**src/rtl/triangle_face_normal_shade_unit_assert.svh**
```systemverilog
// Assertion macros shared by the shading unit RTL
`ifndef TRIANGLE_FACE_NORMAL_SHADE_UNIT_ASSERT_SVH
`define TRIANGLE_FACE_NORMAL_SHADE_UNIT_ASSERT_SVH
// Check that a condition holds at every clock edge outside reset.
`define TFN_ASSERT(label, cond, msg) \
    label: assert property (@(posedge i_clk) disable iff (!i_rst_n) (cond)) else $error(msg);
// Check that an antecedent implies a consequent on the next edge.
`define TFN_ASSERT_NEXT(label, ante, cons, msg) \
    label: assert property (@(posedge i_clk) disable iff (!i_rst_n) (ante) |=> (cons)) \
        else $error(msg);
`endif

```
**src/rtl/tfns_pkg.sv**
```systemverilog
// ----------------------------------------------------------------------------
// tfns_pkg
// Shared constants and types for the face normal shading unit.
// ----------------------------------------------------------------------------
package tfns_pkg;
    localparam int COORD_WIDTH_DEF = 16;
    localparam int NORMAL_FRAC_DEF = 14;
    localparam int REG_W           = 15;
    localparam int NORM_W          = 16;
    localparam int SHADE_W         = 15;
    localparam int IDX_W           = 1;
    localparam logic [REG_W-1:0] BASE_RESET = 15'd9830;
    localparam logic [REG_W-1:0] GAIN_RESET = 15'd6554;
    localparam logic [IDX_W-1:0] REG_BASE   = 1'b0;
    localparam logic [IDX_W-1:0] REG_GAIN   = 1'b1;
    localparam int QDEPTH = 4;
    localparam int QPTR_W = 2;
endpackage

```
**src/rtl/tfns_queue.sv**
```systemverilog
// ----------------------------------------------------------------------------
// tfns_queue
// Short queue between the front and back parts, with skid room for the
// front pipeline in flight.
// ----------------------------------------------------------------------------
module tfns_queue import tfns_pkg::*; #(
    parameter int WIDTH = 8
) (
    input  logic             i_clk,
    input  logic             i_rst_n,
    input  logic             i_push,
    input  logic [WIDTH-1:0] i_data,
    input  logic             i_pop,
    output logic             o_vld,
    output logic [WIDTH-1:0] o_data,
    output logic [QPTR_W:0]  o_count
);
    logic [QPTR_W-1:0] r_wp, r_rp;
    logic [QPTR_W:0]   r_cnt;
    logic [WIDTH-1:0]  r_mem [QDEPTH];

    always_ff @(posedge i_clk) begin
        if (!i_rst_n) begin
            r_wp  <= '0;
            r_rp  <= '0;
            r_cnt <= '0;
        end else begin
            if (i_push) r_wp <= r_wp + 1'b1;
            if (i_pop)  r_rp <= r_rp + 1'b1;
            r_cnt <= r_cnt + (QPTR_W+1)'(i_push) - (QPTR_W+1)'(i_pop);
        end
    end

    always_ff @(posedge i_clk) begin
        if (i_push) r_mem[r_wp] <= i_data;
    end

    assign o_vld   = r_cnt != '0;
    assign o_data  = r_mem[r_rp];
    assign o_count = r_cnt;

    `include "triangle_face_normal_shade_unit_assert.svh"
    `TFN_ASSERT(a_no_overflow, !(i_push && !i_pop && r_cnt == (QPTR_W+1)'(QDEPTH)), "queue overflow")
    `TFN_ASSERT(a_no_underflow, !(i_pop && r_cnt == '0), "queue underflow")
    `TFN_ASSERT_NEXT(a_cnt_hold, i_push == i_pop, $stable(r_cnt), "count moved")
endmodule

```
**config.mk**
```make
export PLATFORM = sky130hd
export DESIGN_NAME = tfns_queue
export DESIGN_NICKNAME = d
export VERILOG_FILES = /design/src/rtl/tfns_pkg.sv /design/src/rtl/tfns_queue.sv
export VERILOG_INCLUDE_DIRS = /design/src /design/src/rtl
export SDC_FILE = /design/constraint.sdc
export NUM_CORES = 1
export LEC_CHECK = 0
export BUFFER_PORTS_ARGS = -buffer_cell sky130_fd_sc_hd__buf_4
export CAP_MARGIN = 15
export CORE_ASPECT_RATIO = 1.1
export CORE_UTILIZATION = 49
export DETAILED_ROUTE_END_ITERATION = 10
export PLACE_DENSITY = 0.73
export SYNTH_ARGS = -nofsm -noshare
export SYNTH_HDL_FRONTEND = slang
export SYNTH_SLANG_ARGS = --single-unit
```
**constraint.sdc**
```tcl
create_clock -name i_clk -period 1.7 [get_ports i_clk]
set_input_delay 0 -clock i_clk [delete_from_list [all_inputs] [get_ports i_clk]]
set_output_delay 0 -clock i_clk [all_outputs]
set_load 0.1 [all_outputs]
```
=== Yosys cells after proc, flatten, opt, wreduce, memory -nomap -nowiden ===
Memory sizes are Yosys's and may differ from the RTL's. A register that Yosys moved wholly into a read port is not among the register bits.
Cells that the tools add are included.

* Input port bits: 12
* Memories: 1
* Bits in latches: 0
* Bits in read-only memories: 0
* Logic and storage cells: 13
* Bits in registers: 7
* Output and inout port bits: 12
* RAM bits: 32

* Shift-type cells: 0
* Reduce and logical (&&, ||, !) cells: 1
* Muxes and demuxes: 4
* Equal/unequal tests: 0
* Div/mod/pow operators: 0
* Multiply operators: 0
* Bitwise logic cells: 0
* $lt $le $gt $ge: 0
* $add $sub $neg: 4

{| class="wikitable"
|+ Memory list
! name !! depth !! width !! rd ports !! clocked after Yosys merged registers in !! wr ports !! line !! text
|-
| r_mem || 4 || 8 || 1 || 1 || 1 || tfns_queue.sv:20 || <nowiki>logic [WIDTH-1:0] r_mem [QDEPTH];</nowiki>
|}

{| class="wikitable"
|+ Operators with widths
! operator !! count
|-
| adder 2 x 1 -> 2 bit, second input constant || 2
|-
| 2-to-1 mux 2 bit || 2
|-
| adder 3 x 1 -> 3 bit || 1
|-
| nonzero test 3 bit || 1
|-
| subtractor 3 x 1 -> 3 bit || 1
|-
| 2-to-1 mux 1 bit || 2
|}

=== Logic depth before layout (Yosys ltp) ===
* Depth after elaboration: 3
* Mapped depth: 7
* Mapped depth without buffers: 7

=== Least setup slack after synthesis ===
No wires, ideal clock.

* Path kind: reg2reg
* Start: register r_cnt[0] (netlist: o_count[0])
* End: register r_cnt[2] (netlist: o_count[2])
* Path slack: -698 ps
* Period minus slack after synthesis: 2,398 ps
* Arrival time: 2,334 ps
* Buffers on the path: 0
* Stages on the path, launching flop included: 8
* Data required time: 1,636 ps
* Library setup time: 64 ps
* Path through: dfxtp_1 inv_1 ha_1 inv_1 ha_1 fa_1 xor3_1 nor2_1

* Longest elaborated chain between the ends: 2

{| class="wikitable"
|+ RTL lines
! item !! line !! text
|-
| start, declared || tfns_queue.sv:19 || <nowiki>logic [QPTR_W:0] r_cnt;</nowiki>
|-
| start signal, assigned || tfns_queue.sv:30 || <nowiki>r_cnt <= r_cnt + (QPTR_W+1)'(i_push) - (QPTR_W+1)'(i_pop);</nowiki>
|-
| adder 3 x 1 -> 3 bit || tfns_queue.sv:30 ||
|-
| subtractor 3 x 1 -> 3 bit || tfns_queue.sv:30 ||
|}

Every way passes these cells.
A chain may end at the register's enable or synchronous reset.

==> impl_metrics.tcl <==
set metrics [dict create \
    p_per_area_nw_per_um2 1230 \
    numCtsBuffers 5 \
    yosysUniqueCellTypes 17 \
    timing.final.ws_setup_ns 0.0799 \
    max_stage_delay_ns 0.53 \
    grt_pass1_wl_um 4120 \
    timing.final.hold_violations 0 \
    min_path_cells 2 \
    seq_area_frac_synth_pct 71.5 \
    max_slew_margin_pct 69.5 \
    outcome "finished clean" \
    drt_iter0_markers 7 \
    synth_edf_count 32 \
    num_rows 21 \
    fin_total_pwr_mw 2.45 \
    max_freq_mhz 617 \
    place_ws_ns 0.191 \
    drt_first_pass_iters 2 \
    synth_area_leader_cell "edfxtp_1" \
    wl_per_cell_um 16.3 \
    num_vias 824 \
    clk_latency_ns 0.33 \
    path_class "flip-flop to output pin" \
    post_cts_buffers 0 \
    drive_gt1_share_pct 36.8 \
    avgSynthCellArea_um2 19.0 \
    fin_crit_ns 1.62 \
    crit_path_frequent_cell "buf_4" \
    antennaDiodeCount 0 \
    die_h_um 61.8 \
    crit_buf_inv 2 \
    path_max_fanout 8 \
    power.leakage_nw 0.736 \
    synth-seq-cells 41 \
    synth_ff_type "edfxtp_1" \
    worstPathCellList "buf_4 -> mux4_2 -> buf_4" \
    overflow 0 \
    core-area_um2 3070 \
    post-route-util_pct 64.9 \
    synth_area_leaders "edfxtp_1 60%, dfxtp_1 11%, mux4_2 11%, ha_1 4.7%, and2_1 2.4%" \
    wirelength_um 2600 \
    critical_path.slowest_cell "mux4_2" \
    grt_max_degree 13 \
    drv_slew 0 \
    rsz0062_at_grt "false" \
    grt_pass1_vias 907 \
    post_cts_resized 0 \
    min_path_type "primary input to flip-flop" \
    syn-cell-area_um2 1600 \
    die-area_um2 3490 \
    worst_pin_slew_ns 0.457 \
    dp_hpwl_um 1720 \
    ir_drop_uv 852 \
    synth_top_area_share_pct 60.2 \
    root_buffer "clkbuf_4" \
    drc 0 \
    whs_ns 0.410 \
    holdPathEnd "r_mem[1][0]" \
    syn_nets 103 \
    final.setup_skew_ns 0.0154 \
    synth_commonest_cells "32 x edfxtp_1, 9 x dfxtp_1, 8 x mux4_2" \
    finalSetupTns_ns 0 \
    globalplace.congestion 0.642 \
    clk_pin_slew_ns 0.12 \
    ant_nets 0 \
    cp-end-kind "output pin" \
    numPortBuffers 23 \
    synthArstFlopShare_pct 0 \
    rr_startpoint "o_count[0]" \
    ios 24 \
    startpoint_type "flip-flop" \
    grt_usage_pct 16.8 \
    synth_cells 84 \
    finalSetupViolations 0 \
    critical_path_required_ns 1.70 \
    ys_warn_count 0 \
    nets 143 \
    hold_start "i_data[0]" \
    ctsHoldBuffers 11 \
    cp_top_family "multiplexers" \
    fin_crit_sh_pct 95.3 \
    yosysMostFrequentCell "edfxtp_1" \
    htreeDepth 2 \
    cts.sinks 41 \
    fp.dieW_um 56.4 \
    antenna_found_initial 0 \
    syn_to_final_growth_pct 25.0 \
    r2r_cells 7 \
    arrival_ns 1.62 \
    ff2ff_setup_slack_ns 0.19 \
    initial_core_util_pct 51.9 \
    via_per_inst 5.18 \
    maxCapViolations 0 \
    r2r-end "o_count[2]" \
    cts_tree "built" \
    clockBufferDepth 2 \
]
==> metal layers <==
metal,share of wire [%],vias up,track usage [%]
met3,3.4,4,4.35
met1,38,413,17.5
met5,0,-,0
met4,0.77,0,7.32
li1,-,392,-
met2,57,15,33.0
==> state kept, by name, summed over array words and instances (netlist names), named ones only <==
register  count
r_mem        32
o_count       3
r_rp          2
r_wp          2
==> power breakdown <==
part | leakage (nW) | switching [mW] | total [mW] | internal [mW]
Clock | 0.0269 | 0.282 | 0.441 | 0.159
Combinational | 0.340 | 0.566 | 0.806 | 0.240
Sequential | 0.369 | 0.0443 | 1.20 | 1.15
==> through the flow <==
step / cells / cell area, um^2
finish: 159 / 1990
floorplan: 84 / 1630
detailed placement: 140 / 1840
global placement: 140 / 1840
global route: 159 / 1990
CTS: 159 / 1990
==> cells in the final DEF (no fill, tap or decap), drive strengths merged <==
| cell | instances |
|---|---|
| dfxtp | 9 |
| ha | 6 |
| buf | 24 |
| edfxtp | 32 |
| dlygate4sd3 | 11 |
| mux4 | 8 |
| xnor2 | 2 |
| or3 | 1 |
| nand3b | 1 |
| a21oi | 1 |
| and2 | 6 |
| clkinv | 1 |
| fa | 1 |
| mux2i | 1 |
| xor3 | 1 |
| inv | 7 |
| a21bo | 1 |
| clkbuf | 7 |
| nor2 | 5 |
==> worst max path at each step <==
stage,endpoint,cells past startpoint,start
2_1_floorplan,o_count[2],7,o_count[0]
3_3_place_gp,o_count[2],7,o_count[0]
3_5_place_dp,o_count[2],7,o_count[0]
4_1_cts,o_data[3],3,flip-flop
5_1_grt,o_data[3],3,flip-flop
6_report,o_data[3],3,flip-flop
==> layout make-up <==
cell class,count,area (um^2)
Sequential cell,41,1150
Fill cell,234,1080
Multi-Input combinational cell,34,440
Timing Repair Buffer,35,290
Clock buffer,7,45.0
Tap cell,34,42.5
Inverter,7,26.3
Clock inverter,1,3.75
==> kinds of logic (layout without fill, tap and decap cells) <==
logic type	count (synthesis)	in the layout	share of synthesized area, %
adders and majority gates	7	7	5.96
AOI/OAI and AO/OA	2	2	0.941
and+or+nand+nor	13	13	4.39
xor gates and xnor gates	3	3	2.59
DFF	41	41	71.5
muxes	9	9	11.9
buffers and inverters	9	50	2.67
No activity file was read; power rests on OpenSTA's default activity.
