### src/rtl/triangle_face_normal_shade_unit_assert.svh
// Assertion macros shared by the shading unit RTL
`ifndef TRIANGLE_FACE_NORMAL_SHADE_UNIT_ASSERT_SVH
`define TRIANGLE_FACE_NORMAL_SHADE_UNIT_ASSERT_SVH
// Check that a condition holds at every clock edge outside reset.
`define TFN_ASSERT(label, cond, msg) \
    label: assert property (@(posedge i_clk) disable iff (!i_rst_n) (cond)) else $error(msg);
// Check that an antecedent implies a consequent on the next edge.
`define TFN_ASSERT_NEXT(label, ante, cons, msg) \
    label: assert property (@(posedge i_clk) disable iff (!i_rst_n) (ante) |=> (cons)) \
        else $error(msg);
`endif

### src/rtl/tfns_ram.sv
// ----------------------------------------------------------------------------
// tfns_ram
// Generic one-write, one-read RAM with registered read data.
// ----------------------------------------------------------------------------
module tfns_ram #(
    parameter int WIDTH = 8,
    parameter int DEPTH = 4
) (
    input  logic                     i_clk,
    input  logic                     i_we,
    input  logic [$clog2(DEPTH)-1:0] i_waddr,
    input  logic [WIDTH-1:0]         i_wdata,
    input  logic [$clog2(DEPTH)-1:0] i_raddr,
    output logic [WIDTH-1:0]         o_rdata
);
    logic [WIDTH-1:0] r_mem [DEPTH];

    always_ff @(posedge i_clk) begin
        if (i_we) begin
            r_mem[i_waddr] <= i_wdata;
        end
        o_rdata <= r_mem[i_raddr];
    end
endmodule

### config.mk
export PLATFORM = sky130hd
export DESIGN_NAME = tfns_ram
export DESIGN_NICKNAME = d
export VERILOG_FILES = /design/src/rtl/triangle_face_normal_shade_unit_assert.svh /design/src/rtl/tfns_ram.sv
export SDC_FILE = /design/constraint.sdc
export NUM_CORES = 1
export LEC_CHECK = 0
export BUFFER_PORTS_ARGS = -buffer_cell sky130_fd_sc_hd__buf_2
export CELL_PAD_IN_SITES_DETAIL_PLACEMENT = 2
export CELL_PAD_IN_SITES_GLOBAL_PLACEMENT = 2
export CORE_MARGIN = 1.5
export CORE_UTILIZATION = 30
export DETAILED_ROUTE_END_ITERATION = 7
export PLACE_DENSITY = 0.63
export SYNTH_ARGS = -nofsm -noshare
export SYNTH_HDL_FRONTEND = slang
export SYNTH_SLANG_ARGS = --single-unit
### constraint.sdc
create_clock -name i_clk -period 1.15 [get_ports i_clk]
set_input_delay 0.115 -clock i_clk [delete_from_list [all_inputs] [get_ports i_clk]]
set_output_delay 0.115 -clock i_clk [all_outputs]
set_load 0.01 [all_outputs]
# After elaboration in Yosys (flattened, before gate mapping)

Memory sizes are Yosys's and may differ from the RTL's. A register that Yosys moved wholly into a read port is not among the register bits.
Index checks and enable logic that the tools add are counted.

Add/sub/neg operators: 0
Multiply operators: 0
Divide/modulo/power cells: 0
Magnitude comparators: 0
Equality and inequality tests: 0
Shifts and indexed selects: 0
Multiplexer cells: 2
Bitwise operators: 0
Reduce and logical (&&, ||, !) cells: 0

Operators with widths:

| cell              | count |
|---|---|
| two-way mux 1 bit | 2 |

Flip-flop bits (word level): 0
Bits in latches: 0
Memory bits (writable): 32
Bits in read-only memories: 0
Logic and storage cells: 3
Memories kept: 1

Memories:

| memory | depth | width | rd ports | clocked after Yosys merged registers in | wr ports | RTL line       | source |
|---|---|---|---|---|---|---|---|
| r_mem  | 4     | 8     | 1        | 1                                       | 1        | tfns_ram.sv:16 | `logic [WIDTH-1:0] r_mem [DEPTH];` |

# Longest topological paths before layout

Gate-level depths: netlist of the first run.

Depth after elaboration: 2
Depth in mapped cells: 2

# Least setup slack after synthesis of the first run

OpenSTA, ideal clock, no wires.

Kind: input port to flip-flop
Start point: in i_waddr[0]
End point: mem r_mem[0][0] (enable)
Data arrival time: 0.794 ns
Data required time: 0.765 ns
Setup slack: -0.029 ns
Cell stages on the path: 1
Path buffers: 0
Path through: nor3b_1

RTL lines:

| item        | RTL line       | source |
|---|---|---|
| from (decl) | tfns_ram.sv:11 | `input logic [$clog2(DEPTH)-1:0] i_waddr,` |
| to (decl)   | tfns_ram.sv:16 |  |

Straight into the memory's write port.

# Worst setup path after layout of the first run

Start point: mem r_mem[3][7]
End point: reg o_rdata[7], read port of r_mem

RTL lines:

| item      | RTL line       | source |
|---|---|---|
| to (decl) | tfns_ram.sv:14 | `output logic [WIDTH-1:0] o_rdata` |

No word-level cell between the ends.

==> impl_metrics.env, run 1 <==
export IMPL_n_fill_cell=419
export IMPL_clockPowerShare_pct=33.2
export IMPL_hold_end="r_mem[0][7]$_DFFE_PP_"
export IMPL_diodes=0
export IMPL_final_cell_mix="edfxtp_1, buf_2, mux4_2, dfxtp_1, clkbuf_8"
export IMPL_hpwl_um=1680
export IMPL_ys_ff_latch=40
export IMPL_skew_ns=0.00463
export IMPL_p_sw_mw=0.593
export IMPL_syn_avg_cell_area_um2=25.0
export IMPL_antenna_left=0
export IMPL_maxCapViolCount=0
export IMPL_crit_path_max_fanout=1
export IMPL_pin_count=22
export IMPL_synthCells=54
export IMPL_slew_viol_final=0
export IMPL_fmax_ghz=1.02
export IMPL_detail_route_wl_per_cell_um=17.2
export IMPL_synth_mux_area_share_pct=13.4
export IMPL_crit_family="multiplexers"
export IMPL_avgViaCountPerCell=4.50
export IMPL_leakagePower_nw=0.579
export IMPL_root_buffer="clkbuf_8"
export IMPL_io_buffers=21
export IMPL_vias=616
export IMPL_drc_errors=0
export IMPL_seq_area_frac_synth_pct=83.1
export IMPL_p_comb_share_pct=6.3
export IMPL_grt_pass1_vias=711
export IMPL_regArea_um2=1120
export IMPL_cts_buffers=5
export IMPL_stdcell_count=137
export IMPL_cpMaxStageDelayCell="mux4_2"
export IMPL_layout_drive_gt1_share_pct=49.4
export IMPL_yosys_warnings=0
export IMPL_timing_rr_end="o_rdata[7]$_DFF_P_"
export IMPL_worstSetupStartpointType="register"
export IMPL_fin_total_pwr_mw=2.76
export IMPL_synthAdderAreaFrac_pct=0
export IMPL_max_stage_delay_ns=0.48
export IMPL_fin_area_um2=1630
export IMPL_synth_net_count=68
export IMPL_gp_congestion=0.601
export IMPL_worstPathRequired_ns=1.32
export IMPL_holdPathStages=1
export IMPL_p_seq_share_pct=60.6
export IMPL_cts_tree="yes"
export IMPL_start_util_pct=31.0
export IMPL_tightestPinTransition_ns=0.308
export IMPL_ir_drop_mv=0.565
export IMPL_core_um2=4350
export IMPL_cp_cell_sequence="mux4_2"
export IMPL_grt_start_max_net_pins=15
export IMPL_fp_row_count=24
export IMPL_multiInputGateArea_um2=216
export IMPL_finalWirelength_um=2360
export IMPL_min_path_type="in -> reg"
export IMPL_p_int_mw=2.16
export IMPL_die_h_um=70.1
export IMPL_clk_pin_slew_ns=0.08
export IMPL_grt_ovfl_total=0
export IMPL_end_kind="register"
export IMPL_layout_commonest_cell="edfxtp_1"
export IMPL_holdBufCountCts=0
export IMPL_syn_to_final_growth_pct=20.9
export IMPL_period_needed_ns=0.980
export IMPL_r2r_start="r_mem[3][7]$_DFFE_PP_"
export IMPL_fin_tns_setup_ns=0
export IMPL_placedCellCount=129
export IMPL_finalHoldViolations=0
export IMPL_syn_area_um2=1350
export IMPL_cts_resized=0
export IMPL_r2r_cells=1
export IMPL_switching_share_pct=21.5
export IMPL_grt_total_usage_pct=10.5
export IMPL_die_w_um=70.1
export IMPL_clock_latency_ns=0.29
export IMPL_worst_slack_ns=0.170
export IMPL_post_dp_cell_area_um2=1540
export IMPL_arrival_ns=1.15
export IMPL_synth_xor_area_share_pct=0
export IMPL_dp_slack_ns=0.0407
export IMPL_rsz0062_at_grt="no"
export IMPL_antenna_found_initial=0
export IMPL_dieArea_um2=4910
export IMPL_powerDensity_nw_per_um2=1690
export IMPL_grt_pass1_wl_um=3690
export IMPL_setup_violations=0
export IMPL_synth_compound_area_share_pct=0
export IMPL_critical_path_buf_inv_count=0
export IMPL_netlist_cell_type_count=8
export IMPL_synth_top_family_by_area="multiplexers"
export IMPL_dr_pass1_iters=2
export IMPL_cts_setup_buffers=0
export IMPL_nets=98
export IMPL_cts_sinks=40
export IMPL_hp_start="i_wdata[7]"
export IMPL_slew_headroom_pct=79.5
export IMPL_clockBufferDepth=2
export IMPL_rrSetupSlack_ns=0.17
export IMPL_outcome="completed"
export IMPL_cts_max_level=2
export IMPL_worstSetupPathType="reg -> reg"
export IMPL_drt_iter0_markers=29
export IMPL_min_period_over_period_pct=85.2
export IMPL_synthSimpleGateAreaFrac_pct=2.32
-- Yosys cell counts --
master / n / area [um^2]
buf_6: 1 / 11.3
and3_1: 1 / 6.26
dfxtp_1: 8 / 160
edfxtp_1: 32 / 961
nor3b_1: 1 / 7.51
clkbuf_2: 1 / 5.00
mux4_2: 8 / 180
and3b_1: 2 / 17.5
-- cell families after synthesis --
kind of cell | Yosys count
flip-flops | 40
AND/OR/NAND/NOR | 4
multiplexers | 8
buffers and inverters | 2
-- flip-flops by register name, summed over array words and instances (netlist names) --
signal / flops
r_mem: 32
o_rdata: 8
-- worst max-delay path by stage --
stage                                from                  to  slack, ns  cells past startpoint
finish              r_mem[3][7]$_DFFE_PP_  o_rdata[7]$_DFF_P_       0.17                      1
global route        r_mem[3][4]$_DFFE_PP_  o_rdata[4]$_DFF_P_       0.15                      1
CTS                 r_mem[3][7]$_DFFE_PP_  o_rdata[7]$_DFF_P_       0.16                      1
detailed placement             i_raddr[0]  o_rdata[1]$_DFF_P_       0.04                      2
global placement               i_raddr[0]  o_rdata[0]$_DFF_P_       0.05                      2
floorplan           r_mem[3][0]$_DFFE_PP_  o_rdata[0]$_DFF_P_       0.24                      1
-- metal layers --
| metal | up-vias | track usage [%] | share of wire (%) |
|---|---|---|---|
| li1 | 281 | - | - |
| met1 | 311 | 13.1 | 43 |
| met2 | 19 | 17.0 | 51 |
| met3 | 5 | 2.74 | 4.5 |
| met4 | 0 | 5.13 | 1.9 |
| met5 | - | 0 | 0 |
-- final cells by class --
type                            count  share of cell area [%]
Clock inverter                      3                    1.46
Timing Repair Buffer               25                    8.29
Clock buffer                        5                    4.22
Sequential cell                    40                    68.8
Tap cell                           52                    3.99
Multi-Input combinational cell     12                    13.3
-- per-stage QoR --
stage	util, %	hold WS [ns]
final	37.4	0.0433
after global routing	37.4	0.0405
after CTS	37.4	0.0361
after detailed placement	35.3	0.337
after global placement	35.3	0.327
after floorplan	-	0.214
-- power by group through the flow --
stage	clock network (mW)	registers [mW]	logic, mW
floorplan	0	1.71	0.0752
global placement	0	1.70	0.169
detailed placement	0	1.70	0.178
CTS	0.951	1.67	0.178
global route	0.991	1.68	0.188
finish	0.914	1.67	0.173
(Power assumes the default switching activity.)
==> run 2: changes to the inputs <==
==> constraint.sdc (replaced) <==
create_clock -name i_clk -period 1.15 [get_ports i_clk]
set_input_delay 0.23 -clock i_clk [delete_from_list [all_inputs] [get_ports i_clk]]
set_output_delay 0.23 -clock i_clk [all_outputs]
set_load 0.01 [all_outputs]
==> impl_metrics.env, run 2 (synthesis gave the netlist of run 1 again) <==
export IMPL_leakagePower_nw=0.625
export IMPL_cts_buffers=5
export IMPL_dr_pass1_iters=4
export IMPL_worstPathRequired_ns=1.32
export IMPL_cts_max_level=2
export IMPL_setup_violations=0
export IMPL_hpwl_um=1760
export IMPL_timing_rr_end="o_rdata[7]$_DFF_P_"
export IMPL_cts_resized=0
export IMPL_post_dp_cell_area_um2=1590
export IMPL_largest_registers="r_mem: 32 flops, o_rdata: 8 flops"
export IMPL_cts_setup_buffers=0
export IMPL_worst_path_stages=1
export IMPL_ir_drop_mv=0.560
export IMPL_powerDensity_nw_per_um2=1750
export IMPL_avgViaCountPerCell=4.61
export IMPL_antenna_found_initial=0
export IMPL_clk_pin_slew_ns=0.08
export IMPL_crit_path_max_fanout=1
export IMPL_slew_viol_final=0
export IMPL_fin_tns_setup_ns=0
export IMPL_clock_latency_ns=0.29
export IMPL_antenna_left=0
export IMPL_cts_tree="yes"
export IMPL_arrival_ns=1.15
export IMPL_r2r_start="r_mem[2][7]$_DFFE_PP_"
export IMPL_finalWirelength_um=2400
export IMPL_fp_row_count=24
export IMPL_fmax_ghz=1.02
export IMPL_crit_family="multiplexers"
export IMPL_gp_congestion=0.641
export IMPL_cts_sinks=40
export IMPL_tightestPinTransition_ns=0.214
export IMPL_root_buffer="clkbuf_8"
export IMPL_clockBufferDepth=2
export IMPL_dieArea_um2=4910
export IMPL_fin_total_pwr_mw=2.97
export IMPL_final_cell_mix="edfxtp_1, buf_2, mux4_2, dfxtp_1, buf_4"
export IMPL_grt_total_usage_pct=11.4
export IMPL_top_register="r_mem"
export IMPL_io_buffers=21
export IMPL_grt_pass1_wl_um=3880
export IMPL_rrSetupSlack_ns=0.17
export IMPL_hold_end="r_mem[2][1]$_DFFE_PP_"
export IMPL_cpMaxStageDelayCell="mux4_2"
export IMPL_hp_start="i_wdata[1]"
export IMPL_pin_count=22
export IMPL_die_h_um=70.1
export IMPL_drc_errors=0
export IMPL_worstSetupStartpointType="register"
export IMPL_die_w_um=70.1
export IMPL_outcome="completed"
export IMPL_diodes=0
export IMPL_nets=103
export IMPL_critical_path_buf_inv_count=0
export IMPL_detail_route_wl_per_cell_um=16.9
export IMPL_grt_ovfl_total=0
export IMPL_rsz0062_at_grt="no"
export IMPL_largest_reg_flops=32
export IMPL_start_util_pct=31.0
export IMPL_end_kind="register"
export IMPL_grt_start_max_net_pins=13
export IMPL_drt_iter0_markers=46
export IMPL_max_stage_delay_ns=0.47
export IMPL_holdBufCountCts=0
export IMPL_slew_headroom_pct=85.7
export IMPL_cp_cell_sequence="mux4_2"
export IMPL_r2r_cells=1
export IMPL_min_period_over_period_pct=85.5
export IMPL_fin_area_um2=1700
export IMPL_layout_drive_gt1_share_pct=51.1
export IMPL_grt_pass1_vias=743
export IMPL_holdPathStages=1
export IMPL_core_um2=4350
export IMPL_worstSetupPathType="reg -> reg"
export IMPL_vias=655
export IMPL_period_needed_ns=0.983
export IMPL_maxCapViolCount=0
export IMPL_layout_commonest_cell="edfxtp_1"
export IMPL_syn_to_final_growth_pct=25.7
export IMPL_min_path_type="in -> reg"
export IMPL_finalHoldViolations=0
export IMPL_skew_ns=0.00509
run 2: area by class of cell:
| type | instances | area, um^2 |
|---|---|---|
| timing repair buffer | 30 | 185 |
| multi-input combinational | 12 | 216 |
| sequential | 40 | 1120 |
| clock inverter | 2 | 35.0 |
| fill | 416 | 2660 |
| clock buffer | 6 | 72.6 |
| tap | 52 | 65.1 |
run 2: per-layer routing:
| layer | vias to the layer above | track usage (%) | wire, um |
|---|---|---|---|
| li1 | 291 | - | - |
| met1 | 335 | 13.7 | 1030 |
| met2 | 22 | 17.5 | 1180 |
| met3 | 7 | 5.05 | 144 |
| met4 | 0 | 5.77 | 55 |
| met5 | - | 0 | 0 |
run 2: worst max path at each step:
stage                          startpoint                     to  slack [ns]
detailed placement             i_raddr[0]     o_rdata[7]$_DFF_P_        0.02
CTS                 r_mem[2][7]$_DFFE_PP_     o_rdata[7]$_DFF_P_        0.14
global placement               i_raddr[0]     o_rdata[0]$_DFF_P_        0.04
global route        r_mem[2][5]$_DFFE_PP_     o_rdata[5]$_DFF_P_        0.14
floorplan                      i_waddr[0]  r_mem[0][0]$_DFFE_PP_        0.13
finish              r_mem[2][7]$_DFFE_PP_     o_rdata[7]$_DFF_P_        0.17
run 2: power breakdown:
group	leakage [nW]	switching [mW]	internal [mW]	total, mW
Sequential	0.361	0.0196	1.65	1.67
Combinational	0.208	0.0903	0.0996	0.190
Clock	0.0552	0.471	0.643	1.11
Total	0.625	0.581	2.39	2.97
run 2: per-stage QoR:
| stage | std cells | hold WS [ns] | utilization (%) | setup WS [ns] |
|---|---|---|---|---|
| floorplan | 54 | 0.329 | - | 0.133 |
| global placement | 134 | 0.441 | 36.5 | 0.0382 |
| detailed placement | 134 | 0.457 | 36.5 | 0.0245 |
| CTS | 142 | 0.147 | 38.9 | 0.142 |
| global route | 142 | 0.140 | 38.9 | 0.137 |
| finish | 142 | 0.151 | 38.9 | 0.167 |
